<file path="config.mk">
export PLATFORM = sky130hd
export DESIGN_NAME = x64_instruction_length_boundary_core
export DESIGN_NICKNAME = d
export VERILOG_FILES = /design/src/rtl/core/x64ilb_pkg.sv /design/src/rtl/core/x64ilb_decoder.sv /design/src/rtl/core/x64ilb_result_queue.sv /design/src/rtl/core/x64_instruction_length_boundary_core.sv
export SDC_FILE = /design/constraint.sdc
export NUM_CORES = 1
export LEC_CHECK = 0
export ABC_CLOCK_PERIOD_IN_PS = 6000
export BUFFER_PORTS_ARGS = -buffer_cell sky130_fd_sc_hd__buf_4
export CORE_MARGIN = 1.5
export CORE_UTILIZATION = 55
export CTS_CLUSTER_SIZE = 16
export DETAILED_ROUTE_END_ITERATION = 10
export HOLD_SLACK_MARGIN = 0.02
export PLACE_DENSITY = 0.71
export REMOVE_ABC_BUFFERS = 1
export SLEW_MARGIN = 20
export SYNTH_ARGS = -nofsm -noshare
export SYNTH_HDL_FRONTEND = slang
export SYNTH_SLANG_ARGS = --single-unit
</file>
<file path="constraint.sdc">
create_clock -name clock -period 6 [get_ports clock]
set_input_delay 0.3 -clock clock [delete_from_list [all_inputs] [get_ports clock]]
set_output_delay 0.3 -clock clock [all_outputs]
set_load 0.1 [all_outputs]
</file>
<file path="src/rtl/core/x64ilb_pkg.sv">
// package for the x86-64 instruction length boundary core
// holds the parse state, result item layout and decode constants
// no dependencies
package x64ilb_pkg;

   typedef enum logic [2:0] {
      PH_PREFIX = 3'd0,
      PH_OP2    = 3'd1,
      PH_MODRM  = 3'd2,
      PH_SIB    = 3'd3,
      PH_TAIL   = 3'd4
   } phase_type;

   typedef enum logic [1:0] {
      ST_RUN  = 2'd0,
      ST_OK   = 2'd1,
      ST_FAIL = 2'd2
   } status_type;

   typedef struct packed {
      phase_type  phase;
      logic [4:0] pos;
      logic [4:0] len;
      logic       rex_w;
      logic [7:0] modrm;
      logic [3:0] remaining;
      logic [2:0] trail_imm;
      logic       cur_safe;
      logic       all_safe;
      logic [4:0] count;
      status_type status;
   } parse_state_type;

   typedef struct packed {
      logic       is_summary;
      logic [4:0] overwrite_bytes;
      logic [3:0] instr_total;
      logic       plan_reloc_safe;
      logic       decode_ok;
      logic       instr_reloc_safe;
      logic [4:0] instr_length;
   } result_item_type;

   localparam parse_state_type CLEAR_STATE = '{
      phase:     PH_PREFIX,
      pos:       5'd0,
      len:       5'd0,
      rex_w:     1'b0,
      modrm:     8'd0,
      remaining: 4'd0,
      trail_imm: 3'd0,
      cur_safe:  1'b1,
      all_safe:  1'b1,
      count:     5'd0,
      status:    ST_RUN
   };

   localparam result_item_type EMPTY_RESULT = '0;

   localparam logic [4:0] COVER_RESET = 5'd12;

   // result queue depth, a power of two
   localparam int QUEUE_DEPTH = 4;
   localparam int QUEUE_AW    = $clog2(QUEUE_DEPTH);

   // opcode and field constants
   localparam logic [7:0] OP_REX_LO  = 8'h40;
   localparam logic [7:0] OP_REX_HI  = 8'h4F;
   localparam logic [7:0] REX_W_MASK = 8'h08;
   localparam logic [7:0] OP_ESCAPE  = 8'h0F;
   localparam logic [7:0] OP_CALL32  = 8'hE8;
   localparam logic [7:0] OP_JMP32   = 8'hE9;
   localparam logic [7:0] OP_JMP8    = 8'hEB;
   localparam logic [7:0] OP_JCC8_LO = 8'h70;
   localparam logic [7:0] OP_JCC8_HI = 8'h7F;
   localparam logic [7:0] OP_MOVI_LO = 8'hB8;
   localparam logic [7:0] OP_MOVI_HI = 8'hBF;
   localparam logic [7:0] OP_PUSH32  = 8'h68;
   localparam logic [7:0] OP_PUSH8   = 8'h6A;
   localparam logic [7:0] OP2_JCC_LO = 8'h80;
   localparam logic [7:0] OP2_JCC_HI = 8'h8F;
   localparam logic [7:0] OP2_NOPM   = 8'h1F;
   localparam logic [1:0] MOD_IND    = 2'd0;
   localparam logic [1:0] MOD_D8     = 2'd1;
   localparam logic [1:0] MOD_D32    = 2'd2;
   localparam logic [1:0] MOD_REG    = 2'd3;
   localparam logic [2:0] RM_SIB     = 3'd4;
   localparam logic [2:0] RM_DISP32  = 3'd5;

endpackage

</file>
<file path="src/rtl/core/x64ilb_decoder.sv">
// per-byte decode step: parse state and one code byte in, next state and results out
// depends on x64ilb_pkg
module x64ilb_decoder #(
   parameter int WINDOW_BYTES     = 16,
   parameter int MAX_INSTRUCTIONS = 8
) (
   input  x64ilb_pkg::parse_state_type cur_state,
   input  logic [4:0]                  min_cover,
   input  logic [7:0]                  code_byte,
   input  logic                        win_first,
   input  logic                        win_last,
   output x64ilb_pkg::parse_state_type next_state,
   output logic [1:0]                  push_valid,
   output x64ilb_pkg::result_item_type push_item [2]
);
   import x64ilb_pkg::*;

   localparam int POS_LIMIT = (WINDOW_BYTES < 31) ? WINDOW_BYTES : 31;

   always_comb begin
      parse_state_type s;
      result_item_type instr_res;
      result_item_type sum_res;
      logic            done;
      logic            want_tail;
      logic [3:0]      tail_count;
      logic [2:0]      disp;
      logic            ok;

      s          = win_first ? CLEAR_STATE : cur_state;
      done       = 1'b0;
      want_tail  = 1'b0;
      tail_count = 4'd0;
      disp       = 3'd0;
      instr_res  = EMPTY_RESULT;
      sum_res    = EMPTY_RESULT;

      if (s.status == ST_RUN && s.pos < 5'(POS_LIMIT)) begin
         // at an instruction boundary: check cover, then instruction budget
         if (s.phase == PH_PREFIX && s.len == 5'd0) begin
            if (s.pos >= min_cover)
               s.status = ST_OK;
            else if (s.count >= 5'(MAX_INSTRUCTIONS))
               s.status = ST_FAIL;
         end
         if (s.status == ST_RUN) begin
            s.pos = s.pos + 5'd1;
            s.len = s.len + 5'd1;
            unique case (s.phase)
               PH_PREFIX: begin
                  unique case (code_byte) inside
                     [OP_REX_LO:OP_REX_HI]:
                        s.rex_w = |(code_byte & REX_W_MASK);
                     8'h66, 8'h67, 8'hF2, 8'hF3:
                        s.rex_w = 1'b0;
                     [8'h50:8'h5F], 8'h90, 8'hC3, 8'hCC:
                        done = 1'b1;
                     OP_PUSH32: begin
                        want_tail  = 1'b1;
                        tail_count = 4'd4;
                     end
                     OP_PUSH8: begin
                        want_tail  = 1'b1;
                        tail_count = 4'd1;
                     end
                     OP_CALL32, OP_JMP32: begin
                        s.cur_safe = 1'b0;
                        want_tail  = 1'b1;
                        tail_count = 4'd4;
                     end
                     OP_JMP8, [OP_JCC8_LO:OP_JCC8_HI]: begin
                        s.cur_safe = 1'b0;
                        want_tail  = 1'b1;
                        tail_count = 4'd1;
                     end
                     OP_ESCAPE:
                        s.phase = PH_OP2;
                     [OP_MOVI_LO:OP_MOVI_HI]: begin
                        want_tail  = 1'b1;
                        tail_count = s.rex_w ? 4'd8 : 4'd4;
                     end
                     8'h01, 8'h03, 8'h21, 8'h23, 8'h29, 8'h2B, 8'h31, 8'h33, 8'h39,
                     8'h3B, 8'h63, 8'h85, 8'h87, 8'h89, 8'h8B, 8'h8D, 8'hFF: begin
                        s.trail_imm = 3'd0;
                        s.phase     = PH_MODRM;
                     end
                     8'h80, 8'h82, 8'h83, 8'hC0, 8'hC1, 8'hC6: begin
                        s.trail_imm = 3'd1;
                        s.phase     = PH_MODRM;
                     end
                     8'h81, 8'h69, 8'hC7: begin
                        s.trail_imm = 3'd4;
                        s.phase     = PH_MODRM;
                     end
                     default:
                        s.status = ST_FAIL;
                  endcase
               end
               PH_OP2: begin
                  if (code_byte >= OP2_JCC_LO && code_byte <= OP2_JCC_HI) begin
                     s.cur_safe = 1'b0;
                     want_tail  = 1'b1;
                     tail_count = 4'd4;
                  end else if (code_byte == OP2_NOPM) begin
                     s.trail_imm = 3'd0;
                     s.phase     = PH_MODRM;
                  end else begin
                     s.status = ST_FAIL;
                  end
               end
               PH_MODRM: begin
                  s.modrm = code_byte;
                  if (code_byte[7:6] != MOD_REG && code_byte[2:0] == RM_SIB) begin
                     s.phase = PH_SIB;
                  end else begin
                     // rip-relative operand makes the copy unsafe
                     if (code_byte[7:6] == MOD_IND && code_byte[2:0] == RM_DISP32) begin
                        s.cur_safe = 1'b0;
                        disp       = 3'd4;
                     end else if (code_byte[7:6] == MOD_D8) begin
                        disp = 3'd1;
                     end else if (code_byte[7:6] == MOD_D32) begin
                        disp = 3'd4;
                     end
                     want_tail  = 1'b1;
                     tail_count = {1'b0, disp} + {1'b0, s.trail_imm};
                  end
               end
               PH_SIB: begin
                  if (s.modrm[7:6] == MOD_IND && code_byte[2:0] == RM_DISP32)
                     disp = 3'd4;
                  else if (s.modrm[7:6] == MOD_D8)
                     disp = 3'd1;
                  else if (s.modrm[7:6] == MOD_D32)
                     disp = 3'd4;
                  want_tail  = 1'b1;
                  tail_count = {1'b0, disp} + {1'b0, s.trail_imm};
               end
               default: begin
                  if (s.remaining != 4'd0)
                     s.remaining = s.remaining - 4'd1;
                  done = (s.remaining == 4'd0);
               end
            endcase

            if (want_tail) begin
               if (tail_count == 4'd0) begin
                  done = 1'b1;
               end else begin
                  s.phase     = PH_TAIL;
                  s.remaining = tail_count;
               end
            end

            if (done) begin
               instr_res.instr_length     = s.len;
               instr_res.instr_reloc_safe = s.cur_safe;
               if (!s.cur_safe)
                  s.all_safe = 1'b0;
               if (s.count != 5'd31)
                  s.count = s.count + 5'd1;
               s.phase     = PH_PREFIX;
               s.len       = 5'd0;
               s.rex_w     = 1'b0;
               s.modrm     = 8'd0;
               s.remaining = 4'd0;
               s.trail_imm = 3'd0;
               s.cur_safe  = 1'b1;
            end
         end
      end

      ok = s.status != ST_FAIL && s.phase == PH_PREFIX && s.len == 5'd0
           && s.pos >= min_cover;
      sum_res.is_summary      = 1'b1;
      sum_res.decode_ok       = ok;
      sum_res.plan_reloc_safe = ok && s.all_safe;
      sum_res.instr_total     = (s.count > 5'd15) ? 4'd15 : s.count[3:0];
      sum_res.overwrite_bytes = ok ? s.pos : 5'd0;

      // results go out packed from slot 0
      push_valid  = {done && win_last, done || win_last};
      push_item[0] = done ? instr_res : sum_res;
      push_item[1] = sum_res;

      next_state = win_last ? CLEAR_STATE : s;
   end

endmodule

</file>
<file path="src/rtl/core/x64ilb_result_queue.sv">
// small result queue, takes up to two items per cycle and hands out one
// depends on x64ilb_pkg
module x64ilb_result_queue (
   input  logic                        clock,
   input  logic                        reset,
   input  logic [1:0]                  push_valid,
   input  x64ilb_pkg::result_item_type push_item [2],
   output logic                        room_two,
   output logic                        out_valid,
   input  logic                        out_ready,
   output x64ilb_pkg::result_item_type out_item
);
   import x64ilb_pkg::*;

   result_item_type        entry_ff [QUEUE_DEPTH];
   logic [QUEUE_AW-1:0]    head_ff, head_in;
   logic [QUEUE_AW:0]      count_ff, count_in;
   logic [QUEUE_AW-1:0]    tail;
   logic                   pop;
   logic [QUEUE_AW:0]      push_n;

   assign tail      = head_ff + count_ff[QUEUE_AW-1:0];
   assign pop       = out_valid && out_ready;
   assign push_n    = (QUEUE_AW+1)'(push_valid[0]) + (QUEUE_AW+1)'(push_valid[1]);
   assign out_valid = (count_ff != '0);
   assign out_item  = entry_ff[head_ff];
   assign room_two  = (count_ff <= (QUEUE_AW+1)'(QUEUE_DEPTH - 2));
   assign head_in   = pop ? head_ff + 1'b1 : head_ff;
   assign count_in  = count_ff + push_n - (QUEUE_AW+1)'(pop);

   always_ff @(posedge clock) begin
      if (reset) begin
         head_ff  <= '0;
         count_ff <= '0;
      end else begin
         head_ff  <= head_in;
         count_ff <= count_in;
      end
   end

   always_ff @(posedge clock) begin
      if (push_valid[0])
         entry_ff[tail] <= push_item[0];
      if (push_valid[1])
         entry_ff[tail + 1'b1] <= push_item[1];
   end

   a_count_bound: assert property (@(posedge clock) disable iff (reset)
      count_ff <= (QUEUE_AW+1)'(QUEUE_DEPTH))
      else $error("result queue overfilled");

   a_no_gap_push: assert property (@(posedge clock) disable iff (reset)
      push_valid[1] |-> push_valid[0])
      else $error("second result slot used without the first");

   a_count_step: assert property (@(posedge clock) disable iff (reset)
      (push_valid == 2'b11 && !pop) |=> count_ff == $past(count_ff) + 2'd2)
      else $error("queue count lost a double push");

endmodule

</file>
<file path="src/rtl/core/x64_instruction_length_boundary_core.sv">
// top level of the x86-64 instruction length boundary core
// depends on x64ilb_pkg, x64ilb_decoder and x64ilb_result_queue
//
// usage:
//   req channel carries one code byte per item; req_tuser marks the first byte
//   of a window (parse state is cleared before the byte is used) and req_tlast
//   the final byte, after which a window summary item follows.
//   rsp channel gives one item per completed instruction (length, copy-safe
//   flag) and, with rsp_tlast high, the window summary (decode ok, plan safe,
//   instruction count, overwrite length). a byte gives zero, one or two items.
//   csr channel writes min_cover_bytes; it is always ready and should only be
//   written while no item is in flight.
// timing:
//   one byte is decoded per cycle by a single combinational step off the parse
//   state registers; results are written into a four-entry queue and shown on
//   rsp from its head. sustained rate is one byte per cycle as long as results
//   are drained; the queue drain of one item per cycle sets the limit when a
//   byte yields two items.
// reset: parse state cleared, min_cover_bytes back to 12, queue emptied.
// stall: req_tready drops while the queue has fewer than two free entries.
module x64_instruction_length_boundary_core #(
   parameter int WINDOW_BYTES     = 16,
   parameter int MAX_INSTRUCTIONS = 8
) (
   input  logic        clock,
   input  logic        reset,
   // byte input
   input  logic        req_tvalid,
   output logic        req_tready,
   input  logic [7:0]  req_tdata,   // [7:0] code_byte
   input  logic        req_tuser,   // window_first
   input  logic        req_tlast,   // window_last
   // results
   output logic        rsp_tvalid,
   input  logic        rsp_tready,
   // [4:0] instr_length, [5] instr_reloc_safe, [6] decode_ok,
   // [7] plan_reloc_safe, [11:8] instr_total, [16:12] overwrite_bytes, rest zero
   output logic [23:0] rsp_tdata,
   output logic        rsp_tlast,   // is_summary
   // min_cover_bytes register write
   input  logic        csr_valid,
   output logic        csr_ready,
   input  logic [4:0]  csr_data
);
   import x64ilb_pkg::*;

   localparam int POS_LIMIT = (WINDOW_BYTES < 31) ? WINDOW_BYTES : 31;

   parse_state_type state_ff, state_in;
   parse_state_type step_state;
   logic [4:0]      cover_ff, cover_in;
   logic [1:0]      step_valid;
   result_item_type step_item [2];
   logic [1:0]      push_valid;
   logic            room_two;
   logic            accept;
   result_item_type head_item;

   assign accept     = req_tvalid && req_tready;
   assign req_tready = room_two;
   assign csr_ready  = 1'b1;

   // one decode step per accepted byte
   x64ilb_decoder #(
      .WINDOW_BYTES     (WINDOW_BYTES),
      .MAX_INSTRUCTIONS (MAX_INSTRUCTIONS)
   ) u_decoder (
      .cur_state  (state_ff),
      .min_cover  (cover_ff),
      .code_byte  (req_tdata),
      .win_first  (req_tuser),
      .win_last   (req_tlast),
      .next_state (step_state),
      .push_valid (step_valid),
      .push_item  (step_item)
   );

   assign state_in   = accept ? step_state : state_ff;
   assign push_valid = accept ? step_valid : 2'b00;
   assign cover_in   = (csr_valid && csr_ready) ? csr_data : cover_ff;

   always_ff @(posedge clock) begin
      if (reset) begin
         state_ff <= CLEAR_STATE;
         cover_ff <= COVER_RESET;
      end else begin
         state_ff <= state_in;
         cover_ff <= cover_in;
      end
   end

   // output queue parts the decoder from a stalled receiver
   x64ilb_result_queue u_queue (
      .clock      (clock),
      .reset      (reset),
      .push_valid (push_valid),
      .push_item  (step_item),
      .room_two   (room_two),
      .out_valid  (rsp_tvalid),
      .out_ready  (rsp_tready),
      .out_item   (head_item)
   );

   assign rsp_tlast = head_item.is_summary;
   assign rsp_tdata = {7'd0, head_item.overwrite_bytes, head_item.instr_total,
                       head_item.plan_reloc_safe, head_item.decode_ok,
                       head_item.instr_reloc_safe, head_item.instr_length};

   a_summary_shows: assert property (@(posedge clock) disable iff (reset)
      (accept && req_tlast) |=> rsp_tvalid)
      else $error("window end gave no result");

   a_count_budget: assert property (@(posedge clock) disable iff (reset)
      state_ff.count <= 5'(MAX_INSTRUCTIONS))
      else $error("instruction count beyond budget");

   a_pos_limit: assert property (@(posedge clock) disable iff (reset)
      state_ff.pos <= 5'(POS_LIMIT))
      else $error("window position beyond limit");

endmodule
</file>
Word level (Yosys, flattened, before mapping)
Memory sizes are Yosys's and may differ from the RTL's. A register that Yosys moved wholly into a read port is not among the register bits.
Index checks and enable logic that the tools add are counted.
{ "totals": {"mem_count": 1, "mem_bits_rw": 72, "inputBits": 20, "elab_cells": 229, "reg_bits": 48} }
{ "op_classes": {"n_lt_le_gt_ge": 16, "add_sub_neg": 12, "n_eq_ne": 52, "muxes": 91, "n_reduce_logical": 43} }
{ "mem_list": {"columns": ["memory", "depth", "width", "read_ports", "rd_ports_with_merged_regs", "wr", "line", "rtl"], "rows": [
  ["u_queue.entry_ff", 4, 18, 1, 1, 2, "x64ilb_result_queue.sv:15", "result_item_type entry_ff [QUEUE_DEPTH];"]
]} }
{ "op_table": {"columns": ["operator", "n"], "rows": [
  ["8-bit == test (second input constant)", 22],
  ["38-bit 2-to-1 mux", 4],
  ["3-bit 2-to-1 mux", 22],
  ["8-bit by 6-bit == test with 1-bit output (second input constant)", 8],
  ["8-bit by 7-bit == test with 1-bit output (second input constant)", 6],
  ["4-bit 2-to-1 mux", 12],
  ["43-bit OR reduction", 1],
  ["28-bit 2-to-1 mux", 1],
  ["26-bit OR reduction", 1],
  ["8-bit by 7-bit greater-or-equal comparator with 1-bit output (second input constant)", 3],
  ["8-bit by 7-bit <= comparator with 1-bit output (second input constant)", 3],
  ["1-bit 2-to-1 mux", 24],
  ["2-bit 2-to-1 mux", 10],
  ["18-bit 2-to-1 mux", 1],
  ["6-bit 2-to-1 mux", 3],
  ["3-bit case mux with 3 select lines", 2],
  ["1-bit logical AND", 17],
  ["17-bit OR reduction", 1],
  ["8-bit greater-or-equal comparator (second input constant)", 2],
  ["8-bit <= comparator (second input constant)", 2],
  ["4-bit case mux with 4 select lines", 1],
  ["4-bit OR reduction", 4],
  ["5-bit by 1-bit adder with 5-bit output (second input constant)", 3],
  ["3-bit case mux with 2 select lines", 2],
  ["other kinds (40)", 59]
]} }

Longest topological paths before layout
Gate-level depths: netlist of the first run.
{ "depth": {"depth_word": 28, "depth_mapped": 25, "mapped_depth_nobuf": 18} }

By module
A second synthesis of the first run with hierarchy kept.
{ "unflattened": {"hier_cells": 890, "area_unflattened_um2": 9044.9} }
{ "modules_own_cells": {"columns": ["module", "area_each_um2", "cells_per_inst", "n_inst"], "rows": [
  ["x64ilb_result_queue", 3911.3, 215, 1],
  ["x64ilb_decoder", 3233.1, 473, 1],
  ["x64_instruction_length_boundary_core", 1900.6, 202, 1]
]} }

Worst setup path before layout of the first run
OpenSTA, ideal clock, no wires.
{ "synth_path": {"kind": "input-to-reg", "from": "input port req_tuser", "to": "register u_queue.count_ff[2]", "path_slack_ps": 1336, "path_buffers": 6, "cell_stages": 21, "setup_ps": 128, "arrival_ps": 4536, "path_cell_list": "buf_6 -> buf_2 -> clkbuf_1 -> clkbuf_1 -> clkbuf_1 -> buf_1 -> nor3b_1 -> ha_1 -> ha_1 -> xnor2_1 -> a21oi_1 -> a221oi_4 -> nand4_2 -> a21oi_1 -> ha_1 -> inv_1 -> ha_1 -> inv_1 -> fa_1 -> xnor2_1 -> nor2_1"} }
{ "synth_between": {"elab_chain_len": 24, "word_cells_on_any_way": 60, "cone_classes": "add/sub (6); order compare (3); eq/ne (5); mux (32); reduce/logical (14)"} }
{ "synth_lines": {"columns": ["item", "line", "rtl"], "rows": [
  ["from (decl)", "x64_instruction_length_boundary_core.sv:31", "input logic req_tuser,"],
  ["38-bit 2-to-1 mux (*)", "x64ilb_decoder.sv:30", "s = win_first ? CLEAR_STATE : cur_state;"],
  ["2-bit == test", "x64ilb_decoder.sv:134", "else if (s.modrm[7:6] == MOD_D32)"],
  ["3-bit 2-to-1 mux", "x64ilb_decoder.sv:134", null],
  ["3-bit 2-to-1 mux", "x64ilb_decoder.sv:132", "else if (s.modrm[7:6] == MOD_D8)"],
  ["3-bit 2-to-1 mux", "x64ilb_decoder.sv:130", "if (s.modrm[7:6] == MOD_IND && code_byte[2:0] == RM_DISP32)"],
  ["3-bit 2-to-1 mux", "x64ilb_decoder.sv:49", "unique case (s.phase)"],
  ["3-bit 2-to-1 mux", "x64ilb_decoder.sv:46", "if (s.status == ST_RUN) begin"],
  ["3-bit 2-to-1 mux", "x64ilb_decoder.sv:38", "if (s.status == ST_RUN && s.pos < 5'(POS_LIMIT)) begin"],
  ["[... 8 more ...]", null, null],
  ["1-bit 2-to-1 mux", "x64ilb_decoder.sv:38", null],
  ["1-bit 2-to-1 mux", "x64ilb_decoder.sv:46", null],
  ["1-bit 2-to-1 mux (*)", "x64ilb_decoder.sv:38", null],
  ["1-bit logical OR or 1-bit logical AND (tied branches)", "x64ilb_decoder.sv:182", "push_valid = {done && win_last, done || win_last};"],
  ["2-bit 2-to-1 mux (*)", "x64_instruction_length_boundary_core.sv:79", "assign push_valid = accept ? step_valid : 2'b00;"],
  ["1-bit by 1-bit adder with 2-bit output (*)", "x64ilb_result_queue.sv:24", "assign push_n = (QUEUE_AW+1)'(push_valid[0]) + (QUEUE_AW+1)'(push_valid[1]);"],
  ["3-bit adder (*)", "x64ilb_result_queue.sv:29", "assign count_in = count_ff + push_n - (QUEUE_AW+1)'(pop);"],
  ["3-bit by 1-bit subtractor with 3-bit output (*)", "x64ilb_result_queue.sv:29", null],
  ["to (signal assigned)", "x64ilb_result_queue.sv:37", "count_ff <= count_in;"],
  ["to (decl)", "x64ilb_result_queue.sv:17", "logic [QUEUE_AW:0] count_ff, count_in;"]
]} }
Mark *: on every way between the ends. The rest lies on a longest branch, timed or not. The select of a mux whose other input is x is not followed.
A chain may end at the register's enable or synchronous reset.

==> flow_summary.yaml, run 1 <==
final_layout:
  fin_util_pct: 62.53
  layout_common_cells: "nor2_1, dfxtp_1, nand2_1"
  drive_gt1_share_pct: 16.77
  syn_to_final_growth_pct: 10.89
  layout.cells.most_common: "nor2_1"
  fin_area_um2: 8280
  fill_cells: 1104
  num_antenna_cells: 0
  fin_nets: 852
placed_design:
  hpwlAfterDp_um: 13210
  port_buffers: 39
  globalplace.congestion: 0.9121
  placed_area_um2: 7671
logic_synthesis:
  synth_async_sr_flop_share_pct: 0
  synth_edf_count: 44
  ys.flop_type: "dfxtp_1"
  synth_cells: 801
  synth-seq-area-share_pct: 37.00
  ys_warn_count: 0
  syn_area_um2: 7467
  syn_avg_cell_area_um2: 9.322
  synth_cell_types: 96
  ys_ff_latch: 116
clock_tree:
  clock-sinks: 116
  clk_pin_slew_worst_paths_ns: 0.06
  cts_buffer_depth: 2
  cts_made_buffers: 17
  cts_setup_buffers: 0
  cts_root_buf: "clkbuf_16"
  cts_tree: "done"
  clkLatencyLatePin_ns: 0.42
  cts_hold_buffers: 0
  h-tree-depth: 4
  ctsResizeCount: 0
setup_path:
  end_kind: "flop"
  cp_cell_sequence: "nor2b_1, inv_1, ha_1, nand2b_1, a211oi_1, o21ai_0, a22oi_2, xnor2_1, inv_1, ha_1, nand2b_1, a21o_1, a211oi_1, o21bai_1, o31ai_1, a31oi_1, nand4_4, nor3_1"
  reg2regPathDepth: 18
  path_class: "flop to flop"
  worst_path_largest_cell_delay_ns: 0.43
  path_max_fanout: 28
  startpoint_type: "flop"
  path_buf_inv: 2
  critPathTopFamily: "compound AO/OA/AOI/OAI gates"
  cp.arrival_ns: 4.67
  required_ns: 6.23
  path_depth: 18
  slowest_stage: "nand4_4"
floorplan:
  core_area_um2: 13240
  floorplan.initialDensity_pct: 56.39
  dieArea_um2: 14290
  chipHeight_um: 119.5
  placementRows: 42
  io_pins: 48
  fp.dieW_um: 119.5
grt:
  grt_pass1_wl_um: 30770
  grt_pass1_vias: 5968
  antenna_found_initial: 0
  grt_max_degree: 55
  grt_usage_pct: 27.27
  grt-ovfl-total: 0
sta:
  holdWs_ns: 0.1086
  finalMaxSlewViolations: 0
  setup_viol: 0
  rsz0062_at_grt: "no"
  fin_skew_ns: 0.009882
  layout_min_cycle_time_ns: 4.437
  fmax_mhz: 225.4
  hold_violations: 0
  fin_crit_sh_pct: 73.95
  relSlewSlack_pct: 26.56
  tightest_slew_ns: 1.102
  setup_tns_ns: 0
detailed_routing:
  postRouteWirelength_um: 18850
  via_per_inst: 6.307
  vias: 6263
  firstDrtPassIters: 5
  drc: 0
  routedWlPerCell_um: 18.98
  dr.first_iter.drc_count: 577
  antenna_left: 0
status:
  outcome: "completed"
power_and_ir_drop:
  power_density_nw_per_um2: 392.9
  max-vdd-ir-drop_uv: 194.1
  p_leak_nw: 3.025
min_path:
  hold_depth: 3
  hold_class: "input pin to flop"
run:
  cap_viol_max_count: 0
-- worst register-to-register path, stage by stage, from the launching register on --
cell,delay (ns)
dfxtp_1,0.33
nor2b_1,0.23
inv_1,0.11
ha_1,0.28
nand2b_1,0.15
a211oi_1,0.35
o21ai_0,0.24
a22oi_2,0.32
xnor2_1,0.23
inv_1,0.08
ha_1,0.27
nand2b_1,0.10
a21o_1,0.13
a211oi_1,0.07
o21bai_1,0.19
o31ai_1,0.10
a31oi_1,0.27
nand4_4,0.43
nor3_1,0.37
-- metrics by stage --
step           total power (W)  worst slack, ns  std cells
2_1_floorplan         0.001939            1.779        742
3_3_place_gp          0.002198            1.434        961
3_5_place_dp          0.002224            1.336        961
4_1_cts               0.003262            1.518        993
5_1_grt               0.003380            1.218        993
6_report              0.003253            1.563        993
-- cells in the mapped netlist (6+ instances only) --
library cell   n  area [um^2]
dfxtp_1       72         1441
nand3_1       17        85.08
edfxtp_1      44         1321
inv_1         32        120.1
nand4_1        8        50.05
xnor2_1       11        96.34
buf_6          8        90.09
or3_1          6        37.54
or2_2          8        50.05
nor2_1        96        360.4
buf_4         11        82.58
o31ai_1        7        52.55
nor3_1        45        225.2
a31oi_1       13        81.33
o21ai_0       38        190.2
buf_2         13        65.06
nand2_1       54        202.7
nor2b_1       18        112.6
xor2_1         7        61.31
mux4_2        18        405.4
o211ai_1       7        52.55
ha_1          27        337.8
a22oi_1        9        67.56
clkbuf_1      28        105.1
mux2i_1       25        250.2
a21oi_1       31        155.2
-- layout make-up --
| cell class | instances | area [um^2] | share of cell area [%] |
|---|---|---|---|
| Tap cell | 176 | 220.2 | 2.659 |
| Inverter | 34 | 127.6 | 1.541 |
| Clock inverter | 15 | 176.4 | 2.131 |
| Timing Repair Buffer | 43 | 322.8 | 3.898 |
| Sequential cell | 116 | 2763 | 33.36 |
| Multi-Input combinational cell | 592 | 4245 | 51.27 |
| Clock buffer | 17 | 425.4 | 5.138 |
-- report_power, final --
group	total [W]	internal, W	leakage, nW	switching [W]
clock network	0.00104	0.000654	0.295	0.000385
logic	0.00122	0.000328	1.72	0.000896
registers	0.000990	0.000929	1.01	0.0000606
-- kinds of logic (layout without fill, tap and decap cells) --
kind of cell / after synthesis / in the layout / share of synthesized area [%]
buffers and inverters: 99 / 109 / 6.552
DFF: 116 / 116 / 37.00
xor gates and xnor gates: 18 / 18 / 2.111
AOI/OAI and AO/OA: 188 / 188 / 18.80
muxes: 44 / 44 / 9.082
other: 2 / 8 / 0.1006
and+or+nand+nor: 306 / 306 / 21.57
adders and majority gates: 28 / 28 / 4.792
-- sequential cells by signal, indices dropped and copies added, names as in the netlist, named ones only --
| name | cells |
|---|---|
| cover_ff | 5 |
| u_queue.entry_ff | 72 |
| u_queue.count_ff | 3 |
| u_queue.head_ff | 2 |
| state_ff | 32 |
-- path summary, 6_finish.rpt --
| path | from | endpoint | slack (ns) |
|---|---|---|---|
| max | state_ff[30] | u_queue.entry_ff[1][7] | 1.56 |
| min | csr_data[2] | cover_ff[2] | 0.11 |
| max reg2reg | state_ff[30] | u_queue.entry_ff[1][7] | 1.56 |
| min reg2reg | state_ff[24] | state_ff[24] | 0.46 |
-- layer usage --
metal,part of all wire (%),up-vias,GRT usage (%)
met4,1.5,0,8.780
met3,5.6,26,5.276
met5,0,-,0
met2,49,241,46.19
met1,43,3033,35.23
li1,-,2963,-
Note: power is estimated with default switching activity, not from simulation.
==> inputs of run 2 (changes only) <==
- ABC_CLOCK_PERIOD_IN_PS: 6000 -> 4200
- clock period: 6 -> 4.2 ns (I/O delays scaled with it)
==> run 2 against run 1 <==
Worst hold slack got worse by 0.084 ns. Routed wire length grew 3.5%. Total power up 41%. Combinational power up 45%. Highest routed layer unchanged. Global-route usage up 0.73 points. Clock skew barely moved.
==> flow_summary.yaml, run 2 (synthesized netlist as in run 1, its figures left out) <==
status:
  outcome: "completed"
final_layout:
  largest_register: "u_queue.entry_ff"
  num_antenna_cells: 0
  syn_to_final_growth_pct: 14.29
  layout.cells.most_common: "nor2_1"
  reg_top3: "u_queue.entry_ff x72, state_ff x32, cover_ff x5"
  largest_register_ff_count: 72
  drive_gt1_share_pct: 19.43
  fill_cells: 1114
  fin_area_um2: 8534
  layout_common_cells: "nor2_1, dfxtp_1, buf_4"
  fin_nets: 884
  layout.cells.non_filler: 1025
clock_tree:
  cts_tree: "done"
  clk_pin_slew_worst_paths_ns: 0.05
  cts_made_buffers: 17
  h-tree-depth: 4
  clkLatencyLatePin_ns: 0.43
  clock-sinks: 116
  cts_root_buf: "clkbuf_16"
  cts_buffer_depth: 2
floorplan:
  floorplan.initialDensity_pct: 56.39
  placementRows: 42
  dieArea_um2: 14290
  core_area_um2: 13240
  chipHeight_um: 119.5
  fp.dieW_um: 119.5
  io_pins: 48
grt:
  antenna_found_initial: 0
  grt_pass1_wl_um: 31360
  grt_pass1_vias: 6120
  grt_usage_pct: 28.00
  grt-ovfl-total: 0
  grt_max_degree: 28
detailed_routing:
  drc: 0
  firstDrtPassIters: 5
  wl_met1_um: 8355
  routedWlPerCell_um: 19.03
  top_layer: "met4"
  antenna_left: 0
  via_per_inst: 6.300
  wl_met3_um: 1197
  vias: 6458
  dr.first_iter.drc_count: 639
  met2_length_um: 9621
  postRouteWirelength_um: 19510
setup_path:
  path_max_fanout: 23
  slowest_stage: "dfxtp_1"
  end_kind: "flop"
  crit_top_cell: "buf_4"
  cp_cell_sequence: "nor2b_2, inv_1, ha_1, nand2b_1, a211oi_2, o21ai_2, a22oi_2, buf_4, buf_12, nand2_1, xnor2_1, ha_1, a211oi_1, o21bai_1, o31ai_1, a31oi_2, buf_4, nand4_4, buf_4, nor3_1"
  worst_path_largest_cell_delay_ns: 0.32
  cp.arrival_ns: 4.23
  path_class: "flop to flop"
  startpoint_type: "flop"
  required_ns: 4.46
  r2r_setup_slack_ns: 0.23
run:
  cap_viol_max_count: 0
sta:
  finalMaxSlewViolations: 0
  layout_min_cycle_time_ns: 3.972
  fin_skew_ns: 0.01020
  setup_viol: 0
  relSlewSlack_pct: 31.49
  hold_violations: 0
  fin_ws_ns: 0.2277
  setup_tns_ns: 0
  fin_crit_sh_pct: 94.58
  fmax_mhz: 251.7
  tightest_slew_ns: 1.026
power_and_ir_drop:
  max-vdd-ir-drop_uv: 224.5
  power_density_nw_per_um2: 538.8
  combPwrFrac_pct: 38.6
  pwr-share-clk_pct: 29.9
  power_frac_seq_pct: 31.5
  intPower_w: 0.002696
  p_leak_nw: 3.171
  p_sw_w: 0.001903
  swShare_pct: 41.38
  finalPower_w: 0.004599
placed_design:
  pre_cts_slack_ns: -0.05093
  port_buffers: 39
  placed_cells: 985
  globalplace.congestion: 0.9298
  placed_area_um2: 7864
  hpwlAfterDp_um: 13330
min_path:
  hold_class: "input pin to flop"
-- run 2: changes by cell type in the layout (fill, tap and decap cells not counted), sizes merged --
cell / change
clkinv: +2
buf: +28
nand4: +2
bufinv: -1
dlygate4sd3: +2
clkbuf: +4
inv: -5
-- run 2: per-stage QoR --
step / hold slack [ns] / util (%)
after floorplan: 0.2791 / -
after global placement: 0.4252 / 59.38
after detailed placement: 0.4372 / 59.38
after CTS: 0.02486 / 63.96
after global routing: 0.04424 / 64.45
final: 0.02498 / 64.45
-- run 2: repair_timing --
action,CTS,global route
hold endpoints to repair,2,0
endpoints found under the setup margin,28,28
buffers inserted,1,3
gates cloned,1,1
hold buffers,2,0
pin swaps,2,3
gates resized for setup,3,5
-- run 2: path summary, 6_finish.rpt --
| check | startpoint | to | cells after the start |
|---|---|---|---|
| hold / removal | csr_data[4] | cover_ff[4] | 3 |
| setup / recovery | state_ff[30] | u_queue.entry_ff[0][16] | 20 |
| setup reg to reg | state_ff[30] | u_queue.entry_ff[0][16] | 20 |
| hold reg to reg | state_ff[3] | state_ff[3] | 2 |
-- run 2: worst max-delay path, delay by kind of cell, from the launching register on --
kind | cells | cell delay (ns)
adders and majority gates | 2 | 0.56
DFF | 1 | 0.32
AOI/OAI and AO/OA | 7 | 1.20
buffers and inverters | 5 | 0.87
xor gates and xnor gates | 1 | 0.16
and+or+nand+nor | 5 | 0.70
-- run 2: metal layers --
metal / track usage (%) / vias to the layer above
li1: - / 3034
met1: 36.16 / 3125
met2: 47.45 / 260
met3: 5.371 / 39
met4: 9.077 / 0
met5: 0 / -
-- run 2: final cells by class --
type	count	area, um^2	share of cell area, %
multi-input combinational	594	4305	50.45
sequential	116	2764	32.39
timing repair buffer	73	565.5	6.627
clock buffer	21	440.4	5.161
tap	176	220.2	2.580
inverter	34	127.6	1.495
clock inverter	11	111.4	1.305
-- run 2: power by group through the flow --
| stage | combinational, W | sequential (W) | clock (W) |
|---|---|---|---|
| after global routing | 0.00187 | 0.00147 | 0.00143 |
| after detailed placement | 0.00175 | 0.00147 | 0 |
| after CTS | 0.00176 | 0.00145 | 0.00137 |
| final | 0.00177 | 0.00145 | 0.00137 |
| after global placement | 0.00172 | 0.00146 | 0 |
| after floorplan | 0.00134 | 0.00143 | 0 |
